--- src/design/rmtc_pkg.sv ---
// types, codes and the sine table shared by the motion controller core
// no dependencies
`default_nettype none
package rmtc_pkg;

    localparam logic [2:0] ACT_MOVE     = 3'd0;
    localparam logic [2:0] ACT_TURN     = 3'd1;
    localparam logic [2:0] ACT_TURN_TO  = 3'd2;
    localparam logic [2:0] ACT_TICK     = 3'd3;
    localparam logic [2:0] ACT_SET_POSE = 3'd4;

    localparam logic ITER_DIV  = 1'b0;
    localparam logic ITER_SQRT = 1'b1;

    localparam int ITER_AW = 34;
    localparam int ITER_BW = 17;
    localparam int ITER_RW = 20;

    typedef struct packed {
        logic                 start;
        logic                 mode;
        logic [ITER_AW-1:0]   a;
        logic [ITER_BW-1:0]   b;
    } iter_req_t;

    typedef struct packed {
        logic                 done;
        logic [ITER_AW-1:0]   q;
        logic [ITER_RW-1:0]   rem;
    } iter_rsp_t;

    // round(sin(k deg) * 32768), k = 0..90
    function automatic logic [15:0] sin_q15(input logic [6:0] k);
        logic [15:0] v;
        case (k)
            7'd0: v = 16'd0;       7'd1: v = 16'd572;     7'd2: v = 16'd1144;
            7'd3: v = 16'd1715;    7'd4: v = 16'd2286;    7'd5: v = 16'd2856;
            7'd6: v = 16'd3425;    7'd7: v = 16'd3993;    7'd8: v = 16'd4560;
            7'd9: v = 16'd5126;    7'd10: v = 16'd5690;   7'd11: v = 16'd6252;
            7'd12: v = 16'd6813;   7'd13: v = 16'd7371;   7'd14: v = 16'd7927;
            7'd15: v = 16'd8481;   7'd16: v = 16'd9032;   7'd17: v = 16'd9580;
            7'd18: v = 16'd10126;  7'd19: v = 16'd10668;  7'd20: v = 16'd11207;
            7'd21: v = 16'd11743;  7'd22: v = 16'd12275;  7'd23: v = 16'd12803;
            7'd24: v = 16'd13328;  7'd25: v = 16'd13848;  7'd26: v = 16'd14365;
            7'd27: v = 16'd14876;  7'd28: v = 16'd15384;  7'd29: v = 16'd15886;
            7'd30: v = 16'd16384;  7'd31: v = 16'd16877;  7'd32: v = 16'd17364;
            7'd33: v = 16'd17847;  7'd34: v = 16'd18324;  7'd35: v = 16'd18795;
            7'd36: v = 16'd19261;  7'd37: v = 16'd19720;  7'd38: v = 16'd20174;
            7'd39: v = 16'd20622;  7'd40: v = 16'd21063;  7'd41: v = 16'd21498;
            7'd42: v = 16'd21926;  7'd43: v = 16'd22348;  7'd44: v = 16'd22763;
            7'd45: v = 16'd23170;  7'd46: v = 16'd23571;  7'd47: v = 16'd23965;
            7'd48: v = 16'd24351;  7'd49: v = 16'd24730;  7'd50: v = 16'd25102;
            7'd51: v = 16'd25466;  7'd52: v = 16'd25822;  7'd53: v = 16'd26170;
            7'd54: v = 16'd26510;  7'd55: v = 16'd26842;  7'd56: v = 16'd27166;
            7'd57: v = 16'd27482;  7'd58: v = 16'd27789;  7'd59: v = 16'd28088;
            7'd60: v = 16'd28378;  7'd61: v = 16'd28660;  7'd62: v = 16'd28932;
            7'd63: v = 16'd29197;  7'd64: v = 16'd29452;  7'd65: v = 16'd29698;
            7'd66: v = 16'd29935;  7'd67: v = 16'd30163;  7'd68: v = 16'd30382;
            7'd69: v = 16'd30592;  7'd70: v = 16'd30792;  7'd71: v = 16'd30983;
            7'd72: v = 16'd31164;  7'd73: v = 16'd31336;  7'd74: v = 16'd31499;
            7'd75: v = 16'd31651;  7'd76: v = 16'd31795;  7'd77: v = 16'd31928;
            7'd78: v = 16'd32052;  7'd79: v = 16'd32166;  7'd80: v = 16'd32270;
            7'd81: v = 16'd32365;  7'd82: v = 16'd32449;  7'd83: v = 16'd32524;
            7'd84: v = 16'd32588;  7'd85: v = 16'd32643;  7'd86: v = 16'd32688;
            7'd87: v = 16'd32723;  7'd88: v = 16'd32748;  7'd89: v = 16'd32763;
            7'd90: v = 16'd32768;
            default: v = 16'd0;
        endcase
        return v;
    endfunction

    // sine of a whole-degree angle in 0..359, q15 scale
    function automatic logic signed [16:0] sin_deg(input logic [8:0] h);
        logic [8:0]  idx;
        logic        neg;
        logic [16:0] mag;
        if (h <= 9'd90) begin
            idx = h;
            neg = 1'b0;
        end else if (h <= 9'd180) begin
            idx = 9'd180 - h;
            neg = 1'b0;
        end else if (h <= 9'd270) begin
            idx = h - 9'd180;
            neg = 1'b1;
        end else begin
            idx = 9'd360 - h;
            neg = 1'b1;
        end
        mag = {1'b0, sin_q15(idx[6:0])};
        return neg ? -$signed(mag) : $signed(mag);
    endfunction

endpackage
`default_nettype wire

--- src/design/rmtc_iter.sv ---
// shared radix-2 divide / square root unit, one bit of result per cycle
// depends on rmtc_pkg
`default_nettype none
module rmtc_iter (
    input  wire                  aclk,
    input  wire                  aresetn,
    input  rmtc_pkg::iter_req_t  req,
    output rmtc_pkg::iter_rsp_t  rsp
);
    import rmtc_pkg::*;

    localparam logic [5:0] DIV_STEPS  = 6'(ITER_AW);
    localparam logic [5:0] SQRT_STEPS = 6'(ITER_AW / 2);

    logic                busy_reg;
    logic                done_reg;
    logic                mode_reg;
    logic [5:0]          cnt_reg;
    logic [ITER_AW-1:0]  w_reg;
    logic [ITER_AW-1:0]  q_reg;
    logic [ITER_RW-1:0]  rem_reg;
    logic [ITER_BW-1:0]  b_reg;

    logic [ITER_RW-1:0]  sh;
    logic [ITER_RW-1:0]  tr;
    logic                ge;

    // one shared compare and subtract
    always_comb begin
        if (mode_reg == ITER_DIV) begin
            sh = {rem_reg[ITER_RW-2:0], w_reg[ITER_AW-1]};
            tr = {{(ITER_RW-ITER_BW){1'b0}}, b_reg};
        end else begin
            sh = {rem_reg[ITER_RW-3:0], w_reg[ITER_AW-1:ITER_AW-2]};
            tr = {q_reg[ITER_RW-3:0], 2'b01};
        end
        ge = (sh >= tr);
    end

    always_ff @(posedge aclk) begin
        if (!aresetn) begin
            busy_reg <= 1'b0;
            done_reg <= 1'b0;
        end else begin
            done_reg <= 1'b0;
            if (req.start) begin
                busy_reg <= 1'b1;
                mode_reg <= req.mode;
                cnt_reg  <= (req.mode == ITER_DIV) ? DIV_STEPS : SQRT_STEPS;
                w_reg    <= req.a;
                b_reg    <= req.b;
                q_reg    <= '0;
                rem_reg  <= '0;
            end else if (busy_reg) begin
                rem_reg <= ge ? (sh - tr) : sh;
                q_reg   <= {q_reg[ITER_AW-2:0], ge};
                if (mode_reg == ITER_DIV) begin
                    w_reg <= {w_reg[ITER_AW-2:0], 1'b0};
                end else begin
                    w_reg <= {w_reg[ITER_AW-3:0], 2'b00};
                end
                cnt_reg <= cnt_reg - 6'd1;
                if (cnt_reg == 6'd1) begin
                    busy_reg <= 1'b0;
                    done_reg <= 1'b1;
                end
            end
        end
    end

    assign rsp.done = done_reg;
    assign rsp.q    = q_reg;
    assign rsp.rem  = rem_reg;

endmodule
`default_nettype wire

--- src/design/robot_move_turn_controller_core.sv ---
// motion controller core: move, relative turn, absolute turn, tick and set pose handling
// depends on rmtc_pkg and rmtc_iter
`default_nettype none
// usage
//  - s_ channel carries one request: action in s_tuser, operands in s_tdata
//  - m_ channel returns exactly one result per request: drive flag in m_tuser,
//    velocities, rate, busy, stored pose and speed in m_tdata
//  - cfg_we / cfg_wdata write speed_setting; write only while idle
//  - one request at a time: s_tready is high only while the sequencer is idle
//  - turn, set_pose, idle tick and turn tick go from dispatch straight to output;
//    turn_to and a move request reduce mod 360 by reciprocal multiply;
//    a driving move tick runs a 17-step root, two 34-step divides and a
//    17-step root
//  - the shared divide / root unit, one result bit per cycle, sets the length of a
//    driving move tick; an 18x18 multiplier with a registered product feeds it and also
//    does the mod 360 reduction
//  - reset clears pose, command state, speed_setting and the output valid flag
//  - if the receiver stalls, the result holds in the output register; the sequencer
//    still takes the next request but waits before handing its result over
module robot_move_turn_controller_core (
    input  wire          aclk,
    input  wire          aresetn,
    input  wire          s_tvalid,
    output logic         s_tready,
    input  wire  [87:0]  s_tdata,  // distance, turn_angle, turn_rate, meas_x, meas_y, meas_heading
    input  wire  [2:0]   s_tuser,  // action
    output logic         m_tvalid,
    input  wire          m_tready,
    output logic [111:0] m_tdata,  // vel_x, vel_y, rate_out, busy_res, pos_x, pos_y, heading, speed
    output logic         m_tuser,  // drive_valid
    input  wire          cfg_we,
    input  wire  [15:0]  cfg_wdata
);
    import rmtc_pkg::*;

    localparam logic [4:0] ST_IDLE = 5'd0;
    localparam logic [4:0] ST_DISP = 5'd1;
    localparam logic [4:0] ST_HMOD = 5'd2;
    localparam logic [4:0] ST_MCOS = 5'd3;
    localparam logic [4:0] ST_ACOS = 5'd4;
    localparam logic [4:0] ST_MSIN = 5'd5;
    localparam logic [4:0] ST_ASIN = 5'd6;
    localparam logic [4:0] ST_TMOD = 5'd7;
    localparam logic [4:0] ST_MDX  = 5'd8;
    localparam logic [4:0] ST_MDY  = 5'd9;
    localparam logic [4:0] ST_CHK  = 5'd10;
    localparam logic [4:0] ST_ROOT = 5'd11;
    localparam logic [4:0] ST_MVX  = 5'd12;
    localparam logic [4:0] ST_DVX  = 5'd13;
    localparam logic [4:0] ST_WVX  = 5'd14;
    localparam logic [4:0] ST_MVY  = 5'd15;
    localparam logic [4:0] ST_DVY  = 5'd16;
    localparam logic [4:0] ST_WVY  = 5'd17;
    localparam logic [4:0] ST_SVX  = 5'd18;
    localparam logic [4:0] ST_SVY  = 5'd19;
    localparam logic [4:0] ST_SQ2  = 5'd20;
    localparam logic [4:0] ST_WSQ  = 5'd21;
    localparam logic [4:0] ST_OUT  = 5'd22;
    localparam logic [4:0] ST_HRED = 5'd23;
    localparam logic [4:0] ST_TRED = 5'd24;

    // ceil(2^24 / 360): quotient exact for operands below 74898
    localparam logic signed [17:0] RECIP_360 = 18'sd46604;

    function automatic logic signed [15:0] sat16(input logic signed [20:0] v);
        if (v > 21'sd32767) return 16'sh7fff;
        if (v < -21'sd32768) return 16'sh8000;
        return v[15:0];
    endfunction

    logic [4:0]          state_reg;

    // latched request
    logic [2:0]          act_reg;
    logic signed [15:0]  dist_reg;
    logic [9:0]          tangle_reg;
    logic signed [10:0]  trate_reg;
    logic signed [15:0]  mx_reg;
    logic signed [15:0]  my_reg;
    logic signed [15:0]  mh_reg;

    // architectural state
    logic [15:0]         speed_setting_reg;
    logic                cmd_is_turn_reg;
    logic                in_progress_reg;
    logic signed [16:0]  arg_first_reg;
    logic signed [16:0]  arg_second_reg;
    logic signed [16:0]  arg_third_reg;
    logic signed [15:0]  pose_x_reg;
    logic signed [15:0]  pose_y_reg;
    logic signed [15:0]  pose_h_reg;
    logic [15:0]         last_speed_reg;

    // working registers
    logic [8:0]          h_reg;
    logic signed [16:0]  dx_reg;
    logic signed [16:0]  dy_reg;
    logic signed [35:0]  prod_reg;
    logic [33:0]         acc_reg;
    logic [16:0]         root_reg;
    logic signed [16:0]  vx_reg;
    logic signed [16:0]  vy_reg;
    logic                res_valid_reg;
    logic signed [10:0]  res_rate_reg;

    // output register
    logic                m_tvalid_reg;
    logic [111:0]        m_tdata_reg;
    logic                m_tuser_reg;

    iter_req_t           iter_req;
    iter_rsp_t           iter_rsp;

    rmtc_iter u_iter (
        .aclk    (aclk),
        .aresetn (aresetn),
        .req     (iter_req),
        .rsp     (iter_rsp)
    );

    // request field unpacking
    logic signed [15:0]  in_dist;
    logic [9:0]          in_tangle;
    logic signed [10:0]  in_trate;
    logic signed [15:0]  in_mx;
    logic signed [15:0]  in_my;
    logic signed [15:0]  in_mh;

    assign in_dist   = s_tdata[15:0];
    assign in_tangle = s_tdata[25:16];
    assign in_trate  = s_tdata[36:26];
    assign in_mx     = s_tdata[52:37];
    assign in_my     = s_tdata[68:53];
    assign in_mh     = s_tdata[84:69];

    // heading reduction operands
    logic signed [16:0]  ph_ext;
    logic signed [16:0]  ph_neg;
    logic [16:0]         ph_abs;
    logic signed [16:0]  tdiff;
    logic signed [16:0]  tdiff_neg;
    logic [16:0]         tdiff_abs;

    assign ph_ext    = 17'(pose_h_reg);
    assign ph_neg    = -ph_ext;
    assign ph_abs    = pose_h_reg[15] ? ph_neg : ph_ext;
    assign tdiff     = $signed({7'b0, tangle_reg}) - ph_ext;
    assign tdiff_neg = -tdiff;
    assign tdiff_abs = tdiff[16] ? tdiff_neg : tdiff;

    // magnitude remainder by 360 from the registered reciprocal product
    logic [16:0]         mod_in;
    logic [6:0]          mod_q;
    logic [16:0]         mod_full;
    logic [8:0]          mod_r;

    assign mod_in   = (act_reg == ACT_MOVE) ? ph_abs : tdiff_abs;
    assign mod_q    = prod_reg[30:24];
    assign mod_full = mod_in - (17'(mod_q) * 17'd360);
    assign mod_r    = mod_full[8:0];

    // shared multiplier with operand select
    logic signed [17:0]  mul_a;
    logic signed [17:0]  mul_b;
    logic signed [35:0]  mul_p;
    logic [8:0]          cos_idx;

    assign cos_idx = (h_reg >= 9'd270) ? (h_reg - 9'd270) : (h_reg + 9'd90);

    always_comb begin
        mul_a = '0;
        mul_b = '0;
        case (state_reg)
            ST_HMOD, ST_TMOD: begin
                mul_a = 18'(mod_in);
                mul_b = RECIP_360;
            end
            ST_MCOS: begin
                mul_a = 18'(sin_deg(cos_idx));
                mul_b = 18'(dist_reg);
            end
            ST_MSIN: begin
                mul_a = 18'(sin_deg(h_reg));
                mul_b = 18'(dist_reg);
            end
            ST_MDX: begin
                mul_a = 18'(dx_reg);
                mul_b = 18'(dx_reg);
            end
            ST_MDY: begin
                mul_a = 18'(dy_reg);
                mul_b = 18'(dy_reg);
            end
            ST_MVX: begin
                mul_a = 18'(dx_reg);
                mul_b = 18'(arg_third_reg);
            end
            ST_MVY: begin
                mul_a = 18'(dy_reg);
                mul_b = 18'(arg_third_reg);
            end
            ST_SVX: begin
                mul_a = 18'(vx_reg);
                mul_b = 18'(vx_reg);
            end
            ST_SVY: begin
                mul_a = 18'(vy_reg);
                mul_b = 18'(vy_reg);
            end
            default: begin
                mul_a = '0;
                mul_b = '0;
            end
        endcase
    end

    assign mul_p = mul_a * mul_b;

    // product divided by 32768, truncated toward zero
    logic signed [35:0]  prod_adj;
    logic signed [20:0]  prod_q;
    logic signed [20:0]  tgt_x;
    logic signed [20:0]  tgt_y;

    assign prod_adj = prod_reg + (prod_reg[35] ? 36'sd32767 : 36'sd0);
    assign prod_q   = prod_adj[35:15];
    assign tgt_x    = 21'(pose_x_reg) + prod_q;
    assign tgt_y    = 21'(pose_y_reg) + prod_q;

    logic signed [35:0]  prod_neg;
    logic [33:0]         prod_abs;
    logic [33:0]         sum_sq;

    assign prod_neg = -prod_reg;
    assign prod_abs = prod_reg[35] ? prod_neg[33:0] : prod_reg[33:0];
    assign sum_sq   = acc_reg + prod_reg[33:0];

    // turn completion test
    logic signed [18:0]  hdiff;
    logic signed [18:0]  hdiff_abs;
    logic                turn_done;

    assign hdiff     = 19'(mh_reg) - 19'(arg_second_reg);
    assign hdiff_abs = hdiff[18] ? -hdiff : hdiff;
    assign turn_done = (hdiff_abs >= 19'(arg_first_reg));

    // quotient as a positive value; the sign of the numerator is applied when it is stored
    logic signed [16:0]  q_pos;
    assign q_pos = $signed({1'b0, iter_rsp.q[15:0]});

    always_comb begin
        iter_req.start = 1'b0;
        iter_req.mode  = ITER_DIV;
        iter_req.a     = '0;
        iter_req.b     = '0;
        case (state_reg)
            ST_CHK: begin
                iter_req.start = (sum_sq > 34'd100);
                iter_req.mode  = ITER_SQRT;
                iter_req.a     = sum_sq;
            end
            ST_DVX, ST_DVY: begin
                iter_req.start = 1'b1;
                iter_req.a     = prod_abs;
                iter_req.b     = root_reg;
            end
            ST_SQ2: begin
                iter_req.start = 1'b1;
                iter_req.mode  = ITER_SQRT;
                iter_req.a     = sum_sq;
            end
            default: begin
                iter_req.start = 1'b0;
            end
        endcase
    end

    assign s_tready = (state_reg == ST_IDLE);

    always_ff @(posedge aclk) begin
        if (!aresetn) begin
            state_reg         <= ST_IDLE;
            speed_setting_reg <= '0;
            cmd_is_turn_reg   <= 1'b0;
            in_progress_reg   <= 1'b0;
            arg_first_reg     <= '0;
            arg_second_reg    <= '0;
            arg_third_reg     <= '0;
            pose_x_reg        <= '0;
            pose_y_reg        <= '0;
            pose_h_reg        <= '0;
            last_speed_reg    <= '0;
            m_tvalid_reg      <= 1'b0;
        end else begin
            if (cfg_we) begin
                speed_setting_reg <= cfg_wdata;
            end
            if (m_tvalid_reg && m_tready) begin
                m_tvalid_reg <= 1'b0;
            end
            case (state_reg)
                ST_IDLE: begin
                    if (s_tvalid) begin
                        act_reg    <= s_tuser;
                        dist_reg   <= in_dist;
                        tangle_reg <= in_tangle;
                        trate_reg  <= in_trate;
                        mx_reg     <= in_mx;
                        my_reg     <= in_my;
                        mh_reg     <= in_mh;
                        state_reg  <= ST_DISP;
                    end
                end
                ST_DISP: begin
                    res_valid_reg <= 1'b0;
                    res_rate_reg  <= '0;
                    vx_reg        <= '0;
                    vy_reg        <= '0;
                    dx_reg        <= arg_first_reg - 17'(mx_reg);
                    dy_reg        <= arg_second_reg - 17'(my_reg);
                    state_reg     <= ST_OUT;
                    case (act_reg)
                        ACT_MOVE:    state_reg <= ST_HMOD;
                        ACT_TURN_TO: state_reg <= ST_TMOD;
                        ACT_TURN: begin
                            arg_first_reg   <= 17'({7'b0, tangle_reg});
                            arg_second_reg  <= ph_ext;
                            arg_third_reg   <= 17'(trate_reg);
                            cmd_is_turn_reg <= 1'b1;
                            in_progress_reg <= 1'b1;
                        end
                        ACT_TICK: begin
                            if (in_progress_reg) begin
                                res_valid_reg <= 1'b1;
                                if (cmd_is_turn_reg) begin
                                    // turn tick: finish or keep driving the rate
                                    pose_h_reg <= mh_reg;
                                    if (turn_done) begin
                                        in_progress_reg <= 1'b0;
                                    end else begin
                                        res_rate_reg <= arg_third_reg[10:0];
                                    end
                                end else begin
                                    state_reg <= ST_MDX;
                                end
                            end
                        end
                        ACT_SET_POSE: begin
                            pose_x_reg <= mx_reg;
                            pose_y_reg <= my_reg;
                            pose_h_reg <= mh_reg;
                        end
                        default: begin
                            state_reg <= ST_OUT;
                        end
                    endcase
                end
                ST_HMOD: begin
                    prod_reg  <= mul_p;
                    state_reg <= ST_HRED;
                end
                ST_HRED: begin
                    // heading into 0..359
                    h_reg <= (pose_h_reg[15] && (mod_r != 9'd0)) ?
                             (9'd360 - mod_r) : mod_r;
                    state_reg <= ST_MCOS;
                end
                ST_MCOS: begin
                    prod_reg  <= mul_p;
                    state_reg <= ST_ACOS;
                end
                ST_ACOS: begin
                    arg_first_reg <= 17'(sat16(tgt_x));
                    state_reg     <= ST_MSIN;
                end
                ST_MSIN: begin
                    prod_reg  <= mul_p;
                    state_reg <= ST_ASIN;
                end
                ST_ASIN: begin
                    arg_second_reg  <= 17'(sat16(tgt_y));
                    arg_third_reg   <= 17'({1'b0, speed_setting_reg});
                    cmd_is_turn_reg <= 1'b0;
                    in_progress_reg <= 1'b1;
                    state_reg       <= ST_OUT;
                end
                ST_TMOD: begin
                    prod_reg  <= mul_p;
                    state_reg <= ST_TRED;
                end
                ST_TRED: begin
                    // shortest signed turn from the truncated remainder
                    if (mod_r > 9'd180) begin
                        arg_first_reg <= 17'(9'd360 - mod_r);
                        arg_third_reg <= tdiff[16] ? 17'sd360 : -17'sd360;
                    end else begin
                        arg_first_reg <= 17'(mod_r);
                        arg_third_reg <= (tdiff[16] && (mod_r != 9'd0)) ?
                                         -17'sd360 : 17'sd360;
                    end
                    arg_second_reg  <= ph_ext;
                    cmd_is_turn_reg <= 1'b1;
                    in_progress_reg <= 1'b1;
                    state_reg       <= ST_OUT;
                end
                ST_MDX: begin
                    prod_reg  <= mul_p;
                    state_reg <= ST_MDY;
                end
                ST_MDY: begin
                    acc_reg   <= prod_reg[33:0];
                    prod_reg  <= mul_p;
                    state_reg <= ST_CHK;
                end
                ST_CHK: begin
                    pose_x_reg <= mx_reg;
                    pose_y_reg <= my_reg;
                    if (sum_sq > 34'd100) begin
                        state_reg <= ST_ROOT;
                    end else begin
                        // close enough: the move completes
                        in_progress_reg <= 1'b0;
                        last_speed_reg  <= '0;
                        state_reg       <= ST_OUT;
                    end
                end
                ST_ROOT: begin
                    if (iter_rsp.done) begin
                        root_reg  <= iter_rsp.q[16:0];
                        state_reg <= ST_MVX;
                    end
                end
                ST_MVX: begin
                    prod_reg  <= mul_p;
                    state_reg <= ST_DVX;
                end
                ST_DVX: begin
                    state_reg <= ST_WVX;
                end
                ST_WVX: begin
                    if (iter_rsp.done) begin
                        vx_reg    <= dx_reg[16] ? -q_pos : q_pos;
                        state_reg <= ST_MVY;
                    end
                end
                ST_MVY: begin
                    prod_reg  <= mul_p;
                    state_reg <= ST_DVY;
                end
                ST_DVY: begin
                    state_reg <= ST_WVY;
                end
                ST_WVY: begin
                    if (iter_rsp.done) begin
                        vy_reg    <= dy_reg[16] ? -q_pos : q_pos;
                        state_reg <= ST_SVX;
                    end
                end
                ST_SVX: begin
                    prod_reg  <= mul_p;
                    state_reg <= ST_SVY;
                end
                ST_SVY: begin
                    acc_reg   <= prod_reg[33:0];
                    prod_reg  <= mul_p;
                    state_reg <= ST_SQ2;
                end
                ST_SQ2: begin
                    state_reg <= ST_WSQ;
                end
                ST_WSQ: begin
                    if (iter_rsp.done) begin
                        last_speed_reg <= (iter_rsp.q[33:16] != '0) ?
                                          16'hffff : iter_rsp.q[15:0];
                        state_reg      <= ST_OUT;
                    end
                end
                ST_OUT: begin
                    // hand the result over once the output register is free
                    if (!m_tvalid_reg || m_tready) begin
                        m_tvalid_reg <= 1'b1;
                        m_tuser_reg  <= res_valid_reg;
                        m_tdata_reg  <= {2'b00, last_speed_reg, pose_h_reg, pose_y_reg,
                                         pose_x_reg, in_progress_reg, res_rate_reg,
                                         vy_reg, vx_reg};
                        state_reg    <= ST_IDLE;
                    end
                end
                default: begin
                    state_reg <= ST_IDLE;
                end
            endcase
        end
    end

    assign m_tvalid = m_tvalid_reg;
    assign m_tdata  = m_tdata_reg;
    assign m_tuser  = m_tuser_reg;

endmodule
`default_nettype wire

--- config.mk ---
export PLATFORM = sky130hd
export DESIGN_NAME = robot_move_turn_controller_core
export DESIGN_NICKNAME = d
export VERILOG_FILES = /design/src/design/rmtc_pkg.sv /design/src/design/rmtc_iter.sv /design/src/design/robot_move_turn_controller_core.sv
export SDC_FILE = /design/constraint.sdc
export NUM_CORES = 2
export LEC_CHECK = 0
export BUFFER_PORTS_ARGS = -buffer_cell sky130_fd_sc_hd__clkbuf_2
export CORE_UTILIZATION = 35
export CTS_BUF_LIST = sky130_fd_sc_hd__clkbuf_8 sky130_fd_sc_hd__clkbuf_16
export CTS_CLUSTER_DIAMETER = 200
export DETAILED_ROUTE_END_ITERATION = 8
export GPL_TIMING_DRIVEN = 0
export HOLD_SLACK_MARGIN = 0.1
export PLACE_DENSITY = 0.62
export SYNTH_ARGS = -nofsm -noshare
export SYNTH_HDL_FRONTEND = slang
export SYNTH_SLANG_ARGS = --single-unit
--- constraint.sdc ---
create_clock -name aclk -period 21.2 [get_ports aclk]
set_input_delay 4.24 -clock aclk [delete_from_list [all_inputs] [get_ports aclk]]
set_output_delay 4.24 -clock aclk [all_outputs]
set_load 0.03 [all_outputs]
==> out/metrics.cfg <==
[synth]
synth_top_area_share_pct=26.3
synth_flop_cell=edfxtp_1
synth_edf_count=486
synth_top_area_cell=edfxtp_1
synthCells=6077
yosysSeqAreaShare_pct=31.3
ys_ff_latch=625
ys_top_cells_by_area=edfxtp_1, fa_1, ha_1, dfxtp_1, inv_1
yosysWarnings=0
synth_common_cells=inv_1, nand2_1, edfxtp_1
synth_cell_types=118
syn_area_um2=55600
yosysMostFrequentCell=inv_1
synthArstFlopShare_pct=0
syn_area_per_cell_um2=9.14

[timing]
max_freq_mhz=59.5
finalMaxSlewViolations=0
fin_setup_tns_ns=0
fin_crit_ns=16.81
setup_ws_ns=4.39
slew_headroom_pct=4.73
fin_crit_sh_pct=79.3
timing.final.hold_violations=0
worst_pin_slew_ns=1.43
setup_viol=0
fin_skew_ns=0.0545
rsz0062_at_grt=false

[job]
maxCapViolCount=0

[worst_setup_path]
crit_buf_inv=11
criticalPathCategory=flop to flop
rr_endpoint=prod_reg[32]
r2r-start=h_reg[0]
slowest_stage=a21oi_1
cp-end-kind=flop
path_max_fanout=16
arrival_ns=17.16
start_kind=flop
reg2reg_depth=48
slowest_delay_ns=0.99
cp_top_family=compound AO/OA/AOI/OAI gates
ff2ff_setup_slack_ns=4.39
required_ns=21.55

[power]
p_clk_share_pct=16.1
intPower_w=0.00410
p_switching_w=0.00385
power_density_nw_per_um2=128
pwr-share-comb_pct=60.9
switching_share_pct=48.4
pwr-share-seq_pct=23.0
cellLeakagePower_nw=25.3
ir_drop_mv=0.171

[floorplan]
ios=227
die_w_um=400
die_area_um2=160000
core-area_um2=157000
row_count=145
start_util_pct=35.4
die_h_um=400

[routing]
drt_wl_total_mm=206
drc=0
drtIter0Drc=5495
via_count=49525
vias_per_cell=5.81
ant_nets=0
drt_pre_antenna_iters=9
wl_per_cell_um=24.1

[clock_tree]
cts.clk_slew.worst_paths_ns=0.06
cts_resized=0
cts-root-buf=clkbuf_16
cts_made_buffers=67
clock_latency_ns=0.66
clock-sinks=625
cts_buffer_depth=3
cts_setup_buffers=0
cts_tree=done
htree_levels=3
hold_buffers=0

[grt]
antenna_found_initial=12
grt_start_max_net_pins=66
grtUsageTotal_pct=24.8
first_global_vias=47261
grt_first_pass_wirelength_mm=303
grt_overflow=0

[run_status]
status=finished, final reports clean

[worst_hold_path]
hp-class=flop to flop
hp-start=res_rate_reg[0]
whs_path_depth=0
hold_end=m_tdata[34]

[finish]
areaGrowthSynthToFinish_pct=12.0
largest_reg_flops=110
nNetsFinal=7194
layout-drive-gt1-share_pct=9.04
fin_area_um2=62200
fillers=15515

[placed_design]
place_area_um2=59800
dp_slack_ns=4.89
port_buffers=220
gp_congestion=1.03
place_hpwl_mm=165

-- per-stage QoR --
stage,total power [W],std cells,utilization (%),hold WS [ns]
after floorplan,0.00511,6080,-,0.400
after global placement,0.00648,8358,37.8,0.405
after detailed placement,0.00658,8393,38.1,0.409
after CTS,0.00788,8516,39.6,0.424
after global routing,0.00848,8517,39.6,0.426
final,0.00795,8521,39.6,0.419
-- layer usage --
| metal | routed length (µm) | track usage [%] | up-vias |
|---|---|---|---|
| li1 | - | - | 22182 |
| met5 | 69 | 0 | - |
| met4 | 10900 | 11.5 | 10 |
| met2 | 90300 | 38.4 | 2580 |
| met1 | 85700 | 33.5 | 24241 |
| met3 | 18600 | 4.62 | 512 |
-- worst reg2reg max path: cells and delay by family, from the launching register on --
kind	cells	cell delay [ns]
compound gates	17	5.64
fa+ha+maj	10	4.63
buf+inv	11	3.03
simple gates	8	2.11
flops	1	0.82
xor+xnor	2	0.30
-- power by group through the flow --
stage               clock network, W  registers [W]  logic (W)
finish                       0.00128        0.00183    0.00484
global route                 0.00134        0.00185    0.00529
CTS                          0.00130        0.00183    0.00475
detailed placement                 0        0.00185    0.00472
global placement                   0        0.00187    0.00461
floorplan                          0        0.00178    0.00333
-- layout make-up --
type / instances / area (µm²) / share of cell area [%]
clock inverter: 50 / 617 / 0.991
sequential: 625 / 17400 / 27.9
timing repair buffer: 256 / 1520 / 2.45
clock buffer: 73 / 1780 / 2.86
antenna: 4 / 10.0 / 0.0161
buffer: 334 / 1400 / 2.25
inverter: 612 / 2300 / 3.69
multi-input combinational: 4509 / 34600 / 55.7
tap: 2058 / 2570 / 4.14
-- placed cells by master, fill, tap and decap left out, types with 56 or more instances in the layout --
cell type	n
a21o_1	62
a21oi_1	335
a22oi_1	79
a31oi_1	66
and2_1	109
and3_1	72
clkbuf_1	250
clkbuf_16	69
clkbuf_2	220
dfxtp_1	139
edfxtp_1	486
fa_1	340
ha_1	337
inv_1	609
mux2i_1	172
nand2_1	574
nand3_1	169
nor2_1	457
nor2b_1	60
nor3_1	156
o21ai_0	289
or3_1	56
xnor2_1	211
xor2_1	102
-- logic make-up after synthesis --
family / after synthesis / share of synthesized area (%)
compound gates: 1416 / 17.2
xor+xnor: 313 / 4.93
fa+ha+maj: 678 / 19.9
buf+inv: 946 / 6.65
flops: 625 / 31.3
mux: 201 / 3.71
other cells: 1 / 0.00675
simple gates: 1897 / 16.4
-- worst max path at each step --
stage,from,to,slack [ns],cells past startpoint
after floorplan,aresetn,m_tdata[0],5.05,4
after global placement,aresetn,m_tdata[41],-2.59,5
after detailed placement,h_reg[0],prod_reg[32],4.89,48
after CTS,h_reg[0],prod_reg[32],4.81,48
after global routing,h_reg[0],prod_reg[32],3.65,48
final,h_reg[0],prod_reg[32],4.39,48
Note: power is estimated with default switching activity, not from simulation.
